File: src/design/sirt_pkg.sv
`timescale 1ns / 1ps
// ----------------------------------------------------------------------------
// sirt_pkg: shared types and constants for the signed integer to text block
// Holds the transaction structs, the radix codes, the digit count constants
// and the ASCII helpers used by the front end, the queue and the back end.
// ----------------------------------------------------------------------------
package sirt_pkg;

   // Width of the signed input value.
   localparam int VALUE_WIDTH = 32;
   // Magnitude bits that can be nonzero after sign handling.
   localparam int MAG_WIDTH   = VALUE_WIDTH - 1;

   // Digit counts for each radix, wide enough for any magnitude.
   localparam int N_BIN = MAG_WIDTH;
   localparam int N_OCT = (MAG_WIDTH + 2) / 3;
   localparam int N_HEX = (MAG_WIDTH + 3) / 4;
   localparam int N_DEC = (VALUE_WIDTH * 30103) / 100000 + 1;

   // Width of the BCD register used by the decimal conversion.
   localparam int BCD_WIDTH = 4 * N_DEC;

   // The digit shifter holds the widest top-aligned digit string.
   localparam int DIG_A     = (MAG_WIDTH > 3 * N_OCT) ? MAG_WIDTH : 3 * N_OCT;
   localparam int DIG_B     = (4 * N_HEX > BCD_WIDTH) ? 4 * N_HEX : BCD_WIDTH;
   localparam int DIG_WIDTH = (DIG_A > DIG_B) ? DIG_A : DIG_B;

   // Digit count register width; binary always has the most digits.
   localparam int CNT_WIDTH = $clog2(N_BIN + 1);

   // Command codes on the request channel.
   localparam logic [2:0] CMD_BIN = 3'd0;
   localparam logic [2:0] CMD_OCT = 3'd1;
   localparam logic [2:0] CMD_DEC = 3'd2;
   localparam logic [2:0] CMD_HEX = 3'd3;

   // ASCII characters used in the text.
   localparam logic [7:0] CHAR_0     = 8'h30;
   localparam logic [7:0] CHAR_A     = 8'h41;
   localparam logic [7:0] CHAR_MINUS = 8'h2D;
   localparam logic [7:0] CHAR_PLUS  = 8'h2B;
   localparam logic [7:0] CHAR_NUL   = 8'h00;

   // Radix as carried in the queue.
   typedef enum logic [1:0] {
      RADIX_BIN = 2'd0,
      RADIX_OCT = 2'd1,
      RADIX_DEC = 2'd2,
      RADIX_HEX = 2'd3
   } radix_type;

   // Request transaction.
   typedef struct packed {
      logic signed [VALUE_WIDTH-1:0] value;
      logic [2:0]                    cmd;
   } req_type;

   // Result transaction, one character.
   typedef struct packed {
      logic [7:0] out_char;
      logic       last;
      logic       ok;
   } rsp_type;

   // Classified item passed from the front end to the back end.
   typedef struct packed {
      radix_type              radix;
      logic                   neg;
      logic                   bad;
      logic                   no_digits;
      logic [MAG_WIDTH-1:0]   mag;
   } desc_type;

   // Queue status seen by both ends.
   typedef struct packed {
      logic full;
      logic empty;
   } q_status_type;

   // ASCII character of one digit, uppercase for values above nine.
   function automatic logic [7:0] digit_char(input logic [3:0] d);
      logic [7:0] wide;
      wide = {4'b0000, d};
      if (d > 4'd9) begin
         digit_char = CHAR_A + wide - 8'd10;
      end else begin
         digit_char = CHAR_0 + wide;
      end
   endfunction

endpackage

File: src/design/signed_int_to_radix_text_core.sv
`timescale 1ns / 1ps
// ----------------------------------------------------------------------------
// signed_int_to_radix_text_core: signed integer to ASCII text in four radices
// Converts a signed value to sign plus digits in binary, octal, decimal or
// hex, one character per result.
//
//   Channel   Ports                      Handshake
//   request   start, busy, req_payload   taken when start and not busy
//   result    rsp_strobe, rsp_payload    valid for one cycle, no back pressure
//
// The front end classifies a request in the cycle it is taken and writes it
// into a queue of QUEUE_DEPTH items; busy is high only while that queue is full.
// The back end emits the sign character, then the digits one per cycle, most
// significant first; a decimal item first passes through a one-bit-per-cycle BCD
// conversion and a handoff to the digit shifter ahead of the digits.
// Reset is synchronous and clears the queue and the sequencer.
// ----------------------------------------------------------------------------
module signed_int_to_radix_text_core #(
   parameter int QUEUE_DEPTH = 2
) (
   input  logic               clock,
   input  logic               reset,
   input  logic               start,
   output logic               busy,
   input  sirt_pkg::req_type  req_payload,
   output logic               rsp_strobe,
   output sirt_pkg::rsp_type  rsp_payload
);

   sirt_pkg::q_status_type q_status;
   sirt_pkg::desc_type     q_push_data;
   sirt_pkg::desc_type     q_head;
   logic                   q_push;
   logic                   q_pop;

   // Request intake and classification.
   sirt_front u_front (
      .start       (start),
      .busy        (busy),
      .req_payload (req_payload),
      .q_status    (q_status),
      .q_push      (q_push),
      .q_data      (q_push_data)
   );

   // Queue between the two ends.
   sirt_queue #(
      .DEPTH (QUEUE_DEPTH)
   ) u_queue (
      .clock     (clock),
      .reset     (reset),
      .push      (q_push),
      .push_data (q_push_data),
      .pop       (q_pop),
      .head      (q_head),
      .status    (q_status)
   );

   // Digit generation and output.
   sirt_back u_back (
      .clock       (clock),
      .reset       (reset),
      .q_head      (q_head),
      .q_status    (q_status),
      .q_pop       (q_pop),
      .rsp_strobe  (rsp_strobe),
      .rsp_payload (rsp_payload)
   );

endmodule

File: src/design/sirt_front.sv
`timescale 1ns / 1ps
// ----------------------------------------------------------------------------
// sirt_front: request intake and classification
// Accepts a request while the queue has room, takes the magnitude and sign,
// decodes the radix and flags the cases that produce no digits.
// ----------------------------------------------------------------------------
module sirt_front (
   input  logic                  start,
   output logic                  busy,
   input  sirt_pkg::req_type     req_payload,
   input  sirt_pkg::q_status_type q_status,
   output logic                  q_push,
   output sirt_pkg::desc_type    q_data
);

   logic [sirt_pkg::VALUE_WIDTH-1:0] neg_value;
   logic                             neg;
   logic                             bad;
   logic                             mag_zero;
   sirt_pkg::radix_type              radix;

   // The queue being full is the only back pressure.
   assign busy   = q_status.full;
   assign q_push = start && !q_status.full;

   // Sign and magnitude; the most negative value wraps to a zero magnitude.
   assign neg       = req_payload.value[sirt_pkg::VALUE_WIDTH-1];
   assign neg_value = -req_payload.value;

   // Radix decode; codes above hex are unrecognized.
   always_comb begin
      bad   = 1'b0;
      radix = sirt_pkg::RADIX_BIN;
      unique case (req_payload.cmd)
         sirt_pkg::CMD_BIN: radix = sirt_pkg::RADIX_BIN;
         sirt_pkg::CMD_OCT: radix = sirt_pkg::RADIX_OCT;
         sirt_pkg::CMD_DEC: radix = sirt_pkg::RADIX_DEC;
         sirt_pkg::CMD_HEX: radix = sirt_pkg::RADIX_HEX;
         default:           bad   = 1'b1;
      endcase
   end

   // Build the descriptor pushed into the queue.
   always_comb begin
      q_data.radix = radix;
      q_data.neg   = neg;
      q_data.bad   = bad;
      q_data.mag   = neg ? neg_value[sirt_pkg::MAG_WIDTH-1:0]
                         : req_payload.value[sirt_pkg::MAG_WIDTH-1:0];
      // A negative value with zero magnitude is the most negative value.
      q_data.no_digits = bad || (neg && mag_zero && (radix != sirt_pkg::RADIX_BIN));
   end

   assign mag_zero = (neg_value[sirt_pkg::MAG_WIDTH-1:0] == '0);

endmodule

File: src/design/sirt_queue.sv
`timescale 1ns / 1ps
// ----------------------------------------------------------------------------
// sirt_queue: short queue between front end and back end
// A small circular buffer of classified items with full and empty status.
// ----------------------------------------------------------------------------
module sirt_queue #(
   parameter int DEPTH = 2
) (
   input  logic                   clock,
   input  logic                   reset,
   input  logic                   push,
   input  sirt_pkg::desc_type     push_data,
   input  logic                   pop,
   output sirt_pkg::desc_type     head,
   output sirt_pkg::q_status_type status
);

   localparam int PTR_WIDTH = (DEPTH > 1) ? $clog2(DEPTH) : 1;
   localparam int CNT_WIDTH = $clog2(DEPTH + 1);

   sirt_pkg::desc_type    entry_ff [DEPTH];
   logic [PTR_WIDTH-1:0]  wr_ptr_ff, wr_ptr_in;
   logic [PTR_WIDTH-1:0]  rd_ptr_ff, rd_ptr_in;
   logic [CNT_WIDTH-1:0]  count_ff, count_in;

   assign status.full  = (count_ff == CNT_WIDTH'(DEPTH));
   assign status.empty = (count_ff == '0);
   assign head         = entry_ff[rd_ptr_ff];

   // Pointer and fill count updates.
   always_comb begin
      wr_ptr_in = wr_ptr_ff;
      rd_ptr_in = rd_ptr_ff;
      count_in  = count_ff;
      if (push) begin
         wr_ptr_in = (wr_ptr_ff == PTR_WIDTH'(DEPTH - 1)) ? '0 : wr_ptr_ff + 1'b1;
      end
      if (pop) begin
         rd_ptr_in = (rd_ptr_ff == PTR_WIDTH'(DEPTH - 1)) ? '0 : rd_ptr_ff + 1'b1;
      end
      if (push && !pop) begin
         count_in = count_ff + 1'b1;
      end else if (pop && !push) begin
         count_in = count_ff - 1'b1;
      end
   end

   always_ff @(posedge clock) begin
      if (reset) begin
         wr_ptr_ff <= '0;
         rd_ptr_ff <= '0;
         count_ff  <= '0;
      end else begin
         wr_ptr_ff <= wr_ptr_in;
         rd_ptr_ff <= rd_ptr_in;
         count_ff  <= count_in;
      end
   end

   // Entry storage.
   always_ff @(posedge clock) begin
      if (push) begin
         entry_ff[wr_ptr_ff] <= push_data;
      end
   end

   // The front end never writes into a full queue.
   a_no_overflow: assert property (@(posedge clock) disable iff (reset)
      !(push && status.full))
      else $error("queue written while full");

   // The back end never takes from an empty queue.
   a_no_underflow: assert property (@(posedge clock) disable iff (reset)
      !(pop && status.empty))
      else $error("queue read while empty");

   // A write without a read leaves at least one item behind.
   a_push_holds: assert property (@(posedge clock) disable iff (reset)
      (push && !pop) |=> !status.empty)
      else $error("queue lost an item");

endmodule

File: src/design/sirt_back.sv
`timescale 1ns / 1ps
// ----------------------------------------------------------------------------
// sirt_back: digit generation and character output
// Takes one classified item at a time, emits the sign or NUL for a bad radix, converts
// decimal values to BCD one bit per cycle, skips leading zeros except in binary and
// emits one digit per cycle, most significant first, through a registered output.
// ----------------------------------------------------------------------------
module sirt_back (
   input  logic                   clock,
   input  logic                   reset,
   input  sirt_pkg::desc_type     q_head,
   input  sirt_pkg::q_status_type q_status,
   output logic                   q_pop,
   output logic                   rsp_strobe,
   output sirt_pkg::rsp_type      rsp_payload
);

   localparam int MW  = sirt_pkg::MAG_WIDTH;
   localparam int DW  = sirt_pkg::DIG_WIDTH;
   localparam int BW  = sirt_pkg::BCD_WIDTH;
   localparam int CW  = sirt_pkg::CNT_WIDTH;
   localparam int PAD = DW - MW;

   typedef enum logic [3:0] {
      B_IDLE  = 4'b0001,
      B_CONV  = 4'b0010,
      B_SKIP  = 4'b0100,
      B_DIGIT = 4'b1000
   } back_state_type;

   back_state_type       state_ff, state_in;
   sirt_pkg::radix_type  radix_ff, radix_in;
   logic [MW-1:0]        mag_ff, mag_in;
   logic [BW-1:0]        bcd_ff, bcd_in;
   logic [DW-1:0]        dig_ff, dig_in;
   logic [CW-1:0]        cnt_ff, cnt_in;
   logic                 rsp_strobe_ff, rsp_strobe_in;
   sirt_pkg::rsp_type    rsp_ff, rsp_in;

   logic [BW-1:0]        bcd_adj;
   logic [DW-1:0]        mag_wide;
   logic [3:0]           top_digit;
   logic [DW-1:0]        dig_shift;

   // Add-three correction on every BCD digit before the shift.
   always_comb begin
      for (int i = 0; i < sirt_pkg::N_DEC; i++) begin
         bcd_adj[i*4 +: 4] = (bcd_ff[i*4 +: 4] >= 4'd5) ? bcd_ff[i*4 +: 4] + 4'd3
                                                       : bcd_ff[i*4 +: 4];
      end
   end

   assign mag_wide = {{PAD{1'b0}}, q_head.mag};

   // Leading digit and the shift that drops it, by radix.
   always_comb begin
      unique case (radix_ff)
         sirt_pkg::RADIX_BIN: begin
            top_digit = {3'b000, dig_ff[DW-1]};
            dig_shift = dig_ff << 1;
         end
         sirt_pkg::RADIX_OCT: begin
            top_digit = {1'b0, dig_ff[DW-1 -: 3]};
            dig_shift = dig_ff << 3;
         end
         default: begin
            top_digit = dig_ff[DW-1 -: 4];
            dig_shift = dig_ff << 4;
         end
      endcase
   end

   // Sequencer for one item.
   always_comb begin
      state_in      = state_ff;
      radix_in      = radix_ff;
      mag_in        = mag_ff;
      bcd_in        = bcd_ff;
      dig_in        = dig_ff;
      cnt_in        = cnt_ff;
      rsp_strobe_in = 1'b0;
      rsp_in        = rsp_ff;
      q_pop         = 1'b0;
      unique case (state_ff)
         B_IDLE: begin
            if (!q_status.empty) begin
               // Take the next item and emit its sign character, or NUL for a bad radix.
               q_pop           = 1'b1;
               rsp_strobe_in   = 1'b1;
               rsp_in.out_char = q_head.bad ? sirt_pkg::CHAR_NUL :
                                 q_head.neg ? sirt_pkg::CHAR_MINUS : sirt_pkg::CHAR_PLUS;
               rsp_in.last     = q_head.no_digits;
               rsp_in.ok       = !q_head.bad;
               radix_in        = q_head.radix;
               mag_in          = q_head.mag;
               bcd_in          = '0;
               if (q_head.no_digits) begin
                  state_in = B_IDLE;
               end else begin
                  unique case (q_head.radix)
                     sirt_pkg::RADIX_BIN: begin
                        dig_in   = mag_wide << PAD;
                        cnt_in   = CW'(sirt_pkg::N_BIN);
                        state_in = B_DIGIT;
                     end
                     sirt_pkg::RADIX_OCT: begin
                        dig_in   = mag_wide << (DW - 3 * sirt_pkg::N_OCT);
                        cnt_in   = CW'(sirt_pkg::N_OCT);
                        state_in = B_SKIP;
                     end
                     sirt_pkg::RADIX_DEC: begin
                        cnt_in   = CW'(MW);
                        state_in = B_CONV;
                     end
                     default: begin
                        dig_in   = mag_wide << (DW - 4 * sirt_pkg::N_HEX);
                        cnt_in   = CW'(sirt_pkg::N_HEX);
                        state_in = B_SKIP;
                     end
                  endcase
               end
            end
         end
         B_CONV: begin
            // Shift one magnitude bit per cycle into the BCD register.
            if (cnt_ff == '0) begin
               dig_in   = DW'(bcd_ff) << (DW - BW);
               cnt_in   = CW'(sirt_pkg::N_DEC);
               state_in = B_SKIP;
            end else begin
               bcd_in = {bcd_adj[BW-2:0], mag_ff[MW-1]};
               mag_in = mag_ff << 1;
               cnt_in = cnt_ff - 1'b1;
            end
         end
         B_SKIP: begin
            // Drop leading zeros but keep at least one digit.
            if ((top_digit == 4'd0) && (cnt_ff > CW'(1))) begin
               dig_in = dig_shift;
               cnt_in = cnt_ff - 1'b1;
            end else begin
               state_in = B_DIGIT;
            end
         end
         B_DIGIT: begin
            rsp_strobe_in   = 1'b1;
            rsp_in.out_char = sirt_pkg::digit_char(top_digit);
            rsp_in.last     = (cnt_ff == CW'(1));
            rsp_in.ok       = 1'b1;
            dig_in          = dig_shift;
            cnt_in          = cnt_ff - 1'b1;
            if (cnt_ff == CW'(1)) begin
               state_in = B_IDLE;
            end
         end
         default: begin
            state_in = B_IDLE;
         end
      endcase
   end

   // Control registers.
   always_ff @(posedge clock) begin
      if (reset) begin
         state_ff      <= B_IDLE;
         rsp_strobe_ff <= 1'b0;
      end else begin
         state_ff      <= state_in;
         rsp_strobe_ff <= rsp_strobe_in;
      end
   end

   // Data path registers.
   always_ff @(posedge clock) begin
      radix_ff <= radix_in;
      mag_ff   <= mag_in;
      bcd_ff   <= bcd_in;
      dig_ff   <= dig_in;
      cnt_ff   <= cnt_in;
      rsp_ff   <= rsp_in;
   end

   assign rsp_strobe  = rsp_strobe_ff;
   assign rsp_payload = rsp_ff;

   // An unrecognized radix yields exactly one NUL character marked last.
   a_bad_single: assert property (@(posedge clock) disable iff (reset)
      (rsp_strobe_ff && !rsp_ff.ok) |-> (rsp_ff.last && (rsp_ff.out_char == '0)))
      else $error("unrecognized radix result malformed");

   // Digit output always has a digit left to send.
   a_digit_count: assert property (@(posedge clock) disable iff (reset)
      (state_ff == B_DIGIT) |-> (cnt_ff != '0))
      else $error("digit state with no digits left");

   // A finished conversion moves on to leading zero removal.
   a_conv_done: assert property (@(posedge clock) disable iff (reset)
      ((state_ff == B_CONV) && (cnt_ff == '0)) |=> (state_ff == B_SKIP))
      else $error("decimal conversion did not finish");

endmodule

File: config.mk
export PLATFORM = sky130hd
export DESIGN_NAME = signed_int_to_radix_text_core
export DESIGN_NICKNAME = d
export VERILOG_FILES = /design/src/design/sirt_pkg.sv /design/src/design/signed_int_to_radix_text_core.sv /design/src/design/sirt_front.sv /design/src/design/sirt_queue.sv /design/src/design/sirt_back.sv
export SDC_FILE = /design/constraint.sdc
export NUM_CORES = 1
export LEC_CHECK = 0
export ABC_AREA = 1
export BUFFER_PORTS_ARGS = -buffer_cell sky130_fd_sc_hd__buf_4
export CAP_MARGIN = 20
export CORE_ASPECT_RATIO = 0.9
export CORE_MARGIN = 3
export CORE_UTILIZATION = 65
export CTS_CLUSTER_SIZE = 24
export DETAILED_ROUTE_END_ITERATION = 6
export PLACE_DENSITY = 0.83
export SLEW_MARGIN = 40
export SYNTH_ARGS = -nofsm -noshare
export SYNTH_HDL_FRONTEND = slang
export SYNTH_HIERARCHICAL = 1
export SYNTH_SLANG_ARGS = --single-unit
File: constraint.sdc
create_clock -name clock -period 12.6 [get_ports clock]
set_input_delay 1.26 -clock clock [delete_from_list [all_inputs] [get_ports clock]]
set_output_delay 1.26 -clock clock [all_outputs]
set_load 0.005 [all_outputs]
# Word-level counts from Yosys, hierarchy flattened
# Memory sizes are Yosys's and may differ from the RTL's. A register that Yosys moved wholly into a read port is not among the register bits.
# Index checks and enable logic that the tools add are counted.
# totals
ramBits	72
register_bits	137
inputBits	38
memories	1
# op_classes
muxes	56
n_eq_ne	20
n_lt_le_gt_ge	12
reduce_logical	31
n_bitwise	1
n_addsub	19
# memory_table
name	depth	width	rd	rd_ports_with_merged_regs	write_ports	line_no	text
u_queue.entry_ff	2	36	1	1	1	sirt_queue.sv:21	sirt_pkg::desc_type entry_ff [DEPTH];
# op_table
cell	n
$mux 40	6
$pmux 40 s2	2
$pmux 40 s4	1
$pmux 40 s3	1
$mux 31	3
$pmux 31 s2	1
$mux 4	14
$ge 4x3->1 const B	10
$add 4x2->4 const B	9
$logic_not 31->1	1
$neg 31->31	1
$mux 5	4
$pmux 10 s2	1
$pmux 5 s4	1
$mux 8	2
$pmux 4 s2	2
$pmux 4 s4	1
$mux 10	1
$ne 2x2->1 const B	5
$pmux 5 s2	1
$mux 1	9
$add 7x4->8 const A	1
$reduce_and 4->1	2
$reduce_bool 2->1	4
other kinds (37)	56

# Logic depth before layout (Yosys ltp)
# depth
word_depth	7
mapped_depth	14

# Cells and area by module
# Netlist, hierarchy kept.
# modules_own_cells
module	area_each_um2	seq_area_each_um2	instances	cells_per_inst
sirt_back	7748.7	3913.8	1	865
sirt_queue	2977.9	2262.2	1	145
sirt_front	1486.4	0.0	1	327

# Worst setup path before layout
# Ideal clock, no wire load.
# synth_path
path_type	register to register
from	reg u_back.state_ff[3]
to	reg u_back.bcd_ff[0] (enable)
setup_slack_ps	8317
arrival_ps	3782
setup_ps	501
required_ps	12099
path_stages_with_launch	6
cell_sequence	dfxtp_1 -> nor2_1 -> nand3_1 -> nand2_1 -> nand2_1 -> nor2_1
# synth_via
elab_chain_cells	3
elab_cells_between_ends	6
classes_between	eq/ne: 4; reduce/logical: 2
# synth_rtl
element	line_no	text
start: declaration	sirt_back.sv:31	back_state_type state_ff, state_in;
start signal: assignment	sirt_back.sv:168	state_ff <= state_in;
$eq 4x2->1 / $eq 4x1->1 (equally long branches)	sirt_back.sv:84	unique case (state_ff)
$ne 2x2->1 (no source line) / $reduce_bool 2->1 (equally long branches)	--	
$reduce_and 3->1 (no source line) (*)	--	
end signal: assignment	sirt_back.sv:177	bcd_ff <= bcd_in;
end: declaration	sirt_back.sv:34	logic [BW-1:0] bcd_ff, bcd_in;
# Mark *: on every way between the ends. The rest lies on a longest branch, timed or not.
# A chain may end at the register's enable or synchronous reset.

# Final worst setup path
# layout_path
from	reg u_back.radix_ff[1]
to	reg u_back.dig_ff[16] (enable)
# layout_via
elab_chain_cells	6
elab_cells_between_ends	7
classes_between	eq/ne: 2; mux: 1; reduce/logical: 4
# layout_rtl
element	line_no	text
start: declaration	sirt_back.sv:32	sirt_pkg::radix_type radix_ff, radix_in;
start signal: assignment	sirt_back.sv:175	radix_ff <= radix_in;
$eq 2x1->1 / $logic_not 2->1 (equally long branches)	sirt_back.sv:57	unique case (radix_ff)
$pmux 4 s2 (*)	sirt_back.sv:57	
$logic_not 4->1 (*)	sirt_back.sv:138	if ((top_digit == 4'd0) && (cnt_ff > CW'(1))) begin
$logic_and 1x1->1 (*)	sirt_back.sv:138	
$ne 2x1->1 (no source line) (*)	--	
$reduce_and 6->1 (no source line) (*)	--	
end signal: assignment	sirt_back.sv:178	dig_ff <= dig_in;
end: declaration	sirt_back.sv:35	logic [DW-1:0] dig_ff, dig_in;
# Marked as above.

==> Flow_metrics.wiki <==
{| class="wikitable"
! Metric !! Value
|-
| Number of stages on the worst hold path || 2
|-
| Slew margin rel. || 0.4811
|-
| Maximum fanout along the worst path || 25
|-
| Final Skew || 0.01445 ns
|-
| Initial core utilization || 0.6779
|-
| Slew at the pin closest to its max-slew limit || 0.7756 ns
|-
| Avg Synthesized Cell Area || 9.135 um^2
|-
| Max-capacitance violation count || 0
|-
| R2r worst-path depth || 13
|-
| Mean number of vias per cell || 6.099
|-
| # hold bufs at CTS || 0
|-
| F_max || 0.2851 GHz
|-
| Combined global-route utilization of all metal layers || 0.2758
|-
| Pwr/cell area || 250.0 nW/um^2
|-
| #FFs+latches synth || 209
|-
| Global-route wire length before repair || 45.38 mm
|-
| Max Transition Viols Final || 0
|-
| Sink count of the clock tree || 209
|-
| Static Leakage || 5.426 nW
|-
| Unique cell type count in the Yosys netlist || 43
|-
| Deepest level of the CTS H-tree || 1
|-
| Setup tns final || 0 ns
|-
| Netlist area before placement || 12210 um^2
|-
| Number of buffers inserted to repair setup after CTS || 0
|-
| Ports || 50
|-
| Die Span X || 150.5 um
|-
| Worst Path Arrival || 3.71 ns
|-
| Router iterations before antenna repair || 7
|-
| Critical Path End Type || flop
|-
| Hold wc startpoint || u_queue/rd_ptr_ff
|-
| Final ANT Viol Nets || 0
|-
| Cell chosen for the clock root || clkbuf_16
|-
| Floorplan die area || 20470 um^2
|-
| Worst setup path class || reg2reg
|-
| Clock slew seen by the registers of the worst setup and hold paths || 0.06 ns
|-
| Total overflow reported by the global router || 0
|-
| Std-Cell Rows || 46
|-
| Proportion of layout cells with a drive suffix above 1 || 0.1323
|-
| Number of remaining DRC errors || 7
|-
| Min cycle time layout || 3.508 ns
|-
| Max IR drop VDD || 0.1918 mV
|-
| Clock latency on the worst-skew pair || 0.51 ns
|-
| Detailed Place HPWL || 19.39 mm
|-
| End point of the most critical hold path || u_queue/rd_ptr_ff
|-
| Category of the worst setup path launch point || flop
|-
| Worst Hold Margin || 0.5198 ns
|-
| Net count after synthesis || 1402
|-
| Slowest cell on the critical path || edfxtp_1
|-
| Syn. warnings || 6
|-
| Data required time of the worst path || 12.80 ns
|-
| Routed WL per cell || 17.41 um
|-
| Initial antenna violation count || 0
|-
| Peak per-stage delay on the critical path || 0.84 ns
|-
| RSZ-0062 raised after global routing || no
|-
| TritonCTS clock tree || yes
|-
| Final weighted congestion in routability-driven placement || 0.9719
|-
| Core area || 18010 um^2
|-
| Cells after synthesis || 1337
|-
| Area of the multi-input gates || 5027 um^2
|-
| Number of buffers created by CTS || 22
|-
| Status || finished, violations left
|-
| Nets || 1425
|-
| Number of global-route vias before repair || 9026
|-
| Synthesis-to-layout area growth || 9.261%
|-
| Pin count of the biggest net entering global routing || 104
|-
| Worst R2R Start || u_back/radix_ff[1]
|-
| Buffer depth of the longest clock path || 3
|-
| Gates resized, CTS repair || 0
|-
| Final Hold Fails || 0
|-
| Post-route total power || 3.337 mW
|-
| Flip-flop and latch area || 6177 um^2
|-
| DR iter-0 viols || 1074
|-
| Cell breakdown of the critical path || inv_2 -> nand2_4 -> o21ai_0 -> inv_1 -> ha_1 -> nand2_1 -> a21oi_1 -> nand3_1 -> nand2_1 -> o21ai_0 -> nor2_4 -> buf_16 -> buf_16
|-
| Post-placement worst setup slack || 9.175 ns
|-
| Part of the Yosys area used for sequential elements || 0.5057
|-
| Destination of the worst register-to-register timing path || u_back/dig_ff[16]
|-
| Part of the cycle the worst path needs || 0.2784
|-
| Vert. Die Dim || 136.0 um
|-
| Setup slack of the worst register-to-register path || 9.09 ns
|-
| Violated checks || DRC
|-
| DR vias || 9856
|-
| IO buf count || 48
|-
| Hold Crit Class || reg2reg
|-
| Number of endpoints failing setup at the final stage || 0
|-
| Final Worst Setup Slack || 9.092 ns
|-
| Number of inserted diodes || 0
|-
| Final Routed Wirelength || 28.14 mm
|-
| Number of inserted filler cells in the final layout || 1263
|}
where the power goes:
| group | internal [mW] | total, mW | leakage (nW) | switching, mW |
|---|---|---|---|---|
| clock network | 0.360 | 0.615 | 0.339 | 0.255 |
| logic | 0.451 | 1.35 | 3.10 | 0.903 |
| registers | 1.21 | 1.37 | 1.99 | 0.157 |
| total | 2.02 | 3.34 | 5.43 | 1.31 |
cells by family (layout without fill, tap and decap cells):
family | after synthesis | in the layout | share of synthesized area
and+or+nand+nor | 506 | 506 | 0.1790
AOI/OAI and AO/OA | 316 | 316 | 0.1564
adders and majority gates | 27 | 27 | 0.02766
xor gates and xnor gates | 5 | 5 | 0.003586
muxes | 36 | 36 | 0.04241
other | 1 | 1 | 0.0003071
DFF | 209 | 209 | 0.5057
buffers and inverters | 237 | 276 | 0.08493
cells in the final DEF, fill, tap and decap left out, types with 3 or more instances in the layout:
cell type and instances:
a21oi_1 39, or2_2 10, mux2_4 30, nand2_2 11, o211ai_1 37, dfxtp_1 9, o211a_1 7, a22oi_1 30
nor3_1 4, clkbuf_16 23, clkinv_2 7, edfxtp_1 199, nand3b_1 3, xnor2_1 3, nor2_1 124, o21ai_0 138
o22ai_1 39, buf_4 51, inv_2 5, mux2_2 6, nor2_4 12, inv_1 174, o21ai_1 4, nand2_1 256
nand3_1 59, nand4_1 12, ha_1 27, nor2_2 12, clkbuf_1 6, o2111ai_1 13
stage by stage:
stage / cells / area, um^2 / utilization
after floorplan: 1337 / 12210 / -
after global placement: 1573 / 12570 / 0.6979
after detailed placement: 1576 / 12660 / 0.7026
after CTS: 1616 / 13340 / 0.7407
after global routing: 1616 / 13340 / 0.7407
final: 1616 / 13340 / 0.7407
Yosys cell counts (all sizes together):
cell,n,area share
a211oi,2,0.0012
a21oi,39,0.016
a22oi,30,0.018
a31oi,1,0.00051
buf,40,0.024
clkbuf,17,0.0054
clkinv,1,0.00031
conb,1,0.00031
dfxtp,10,0.016
edfxtp,199,0.49
ha,27,0.028
inv,179,0.055
mux2,36,0.042
nand2,269,0.086
nand3,60,0.025
nand3b,3,0.0018
nand4,12,0.0061
nor2,148,0.053
nor3,4,0.0016
o2111ai,13,0.0093
o211a,7,0.0057
o211ai,37,0.023
o21ai,144,0.060
o21bai,1,0.00092
o22ai,39,0.020
o31ai,2,0.0012
o32ai,1,0.00072
or2,10,0.0051
xnor2,3,0.0022
xor2,2,0.0014
worst max-delay path by stage:
stage                       startpoint  slack [ns]           endpoint  depth (start not counted)
detailed placement  u_back/radix_ff[1]        9.18  u_back/dig_ff[16]                         13
finish              u_back/radix_ff[1]        9.09  u_back/dig_ff[16]                         13
CTS                 u_back/radix_ff[1]        9.15  u_back/dig_ff[18]                         13
global placement    u_back/radix_ff[1]        8.91  u_back/dig_ff[16]                         11
floorplan           u_back/state_ff[3]        8.32   u_back/bcd_ff[0]                          5
global route        u_back/radix_ff[1]        8.75  u_back/dig_ff[16]                         13
layout make-up:
type	count	share of cell area
Clock buffer	30	0.04585
Clock inverter	10	0.005626
Inverter	180	0.05073
Multi-Input combinational cell	891	0.3767
Sequential cell	209	0.4629
Tap cell	240	0.02250
Timing Repair Buffer	56	0.03563
routing by layer:
layer | vias to the layer above | part of all wire | track usage
li1 | 4678 | - | -
met1 | 4628 | 0.42 | 0.3839
met2 | 471 | 0.48 | 0.4575
met3 | 79 | 0.071 | 0.03367
met4 | 0 | 0.029 | 0.08435
met5 | - | 0 | 0
state kept, by name, indices dropped and copies added, names as in the netlist, named ones only:
signal	flops
u_back/cnt_ff	5
u_back/rsp_payload	9
u_queue/wr_ptr_ff	1
u_back/rsp_strobe	1
u_back/bcd_ff	40
u_back/dig_ff	40
u_queue/entry_ff	72
u_back/mag_ff	31
u_queue/count_ff	2
u_queue/rd_ptr_ff	1
u_back/state_ff	4
u_back/radix_ff	2
critical path, delay by kind of cell (launching register included):
kind,cells,cell delay (ns)
buffers and inverters,4,0.90
flip-flops,1,0.84
adder cells (fa/ha/maj),1,0.21
AO/OA/AOI/OAI,3,0.50
AND/OR/NAND/NOR,5,0.74
Note: power is estimated with default switching activity, not from simulation.
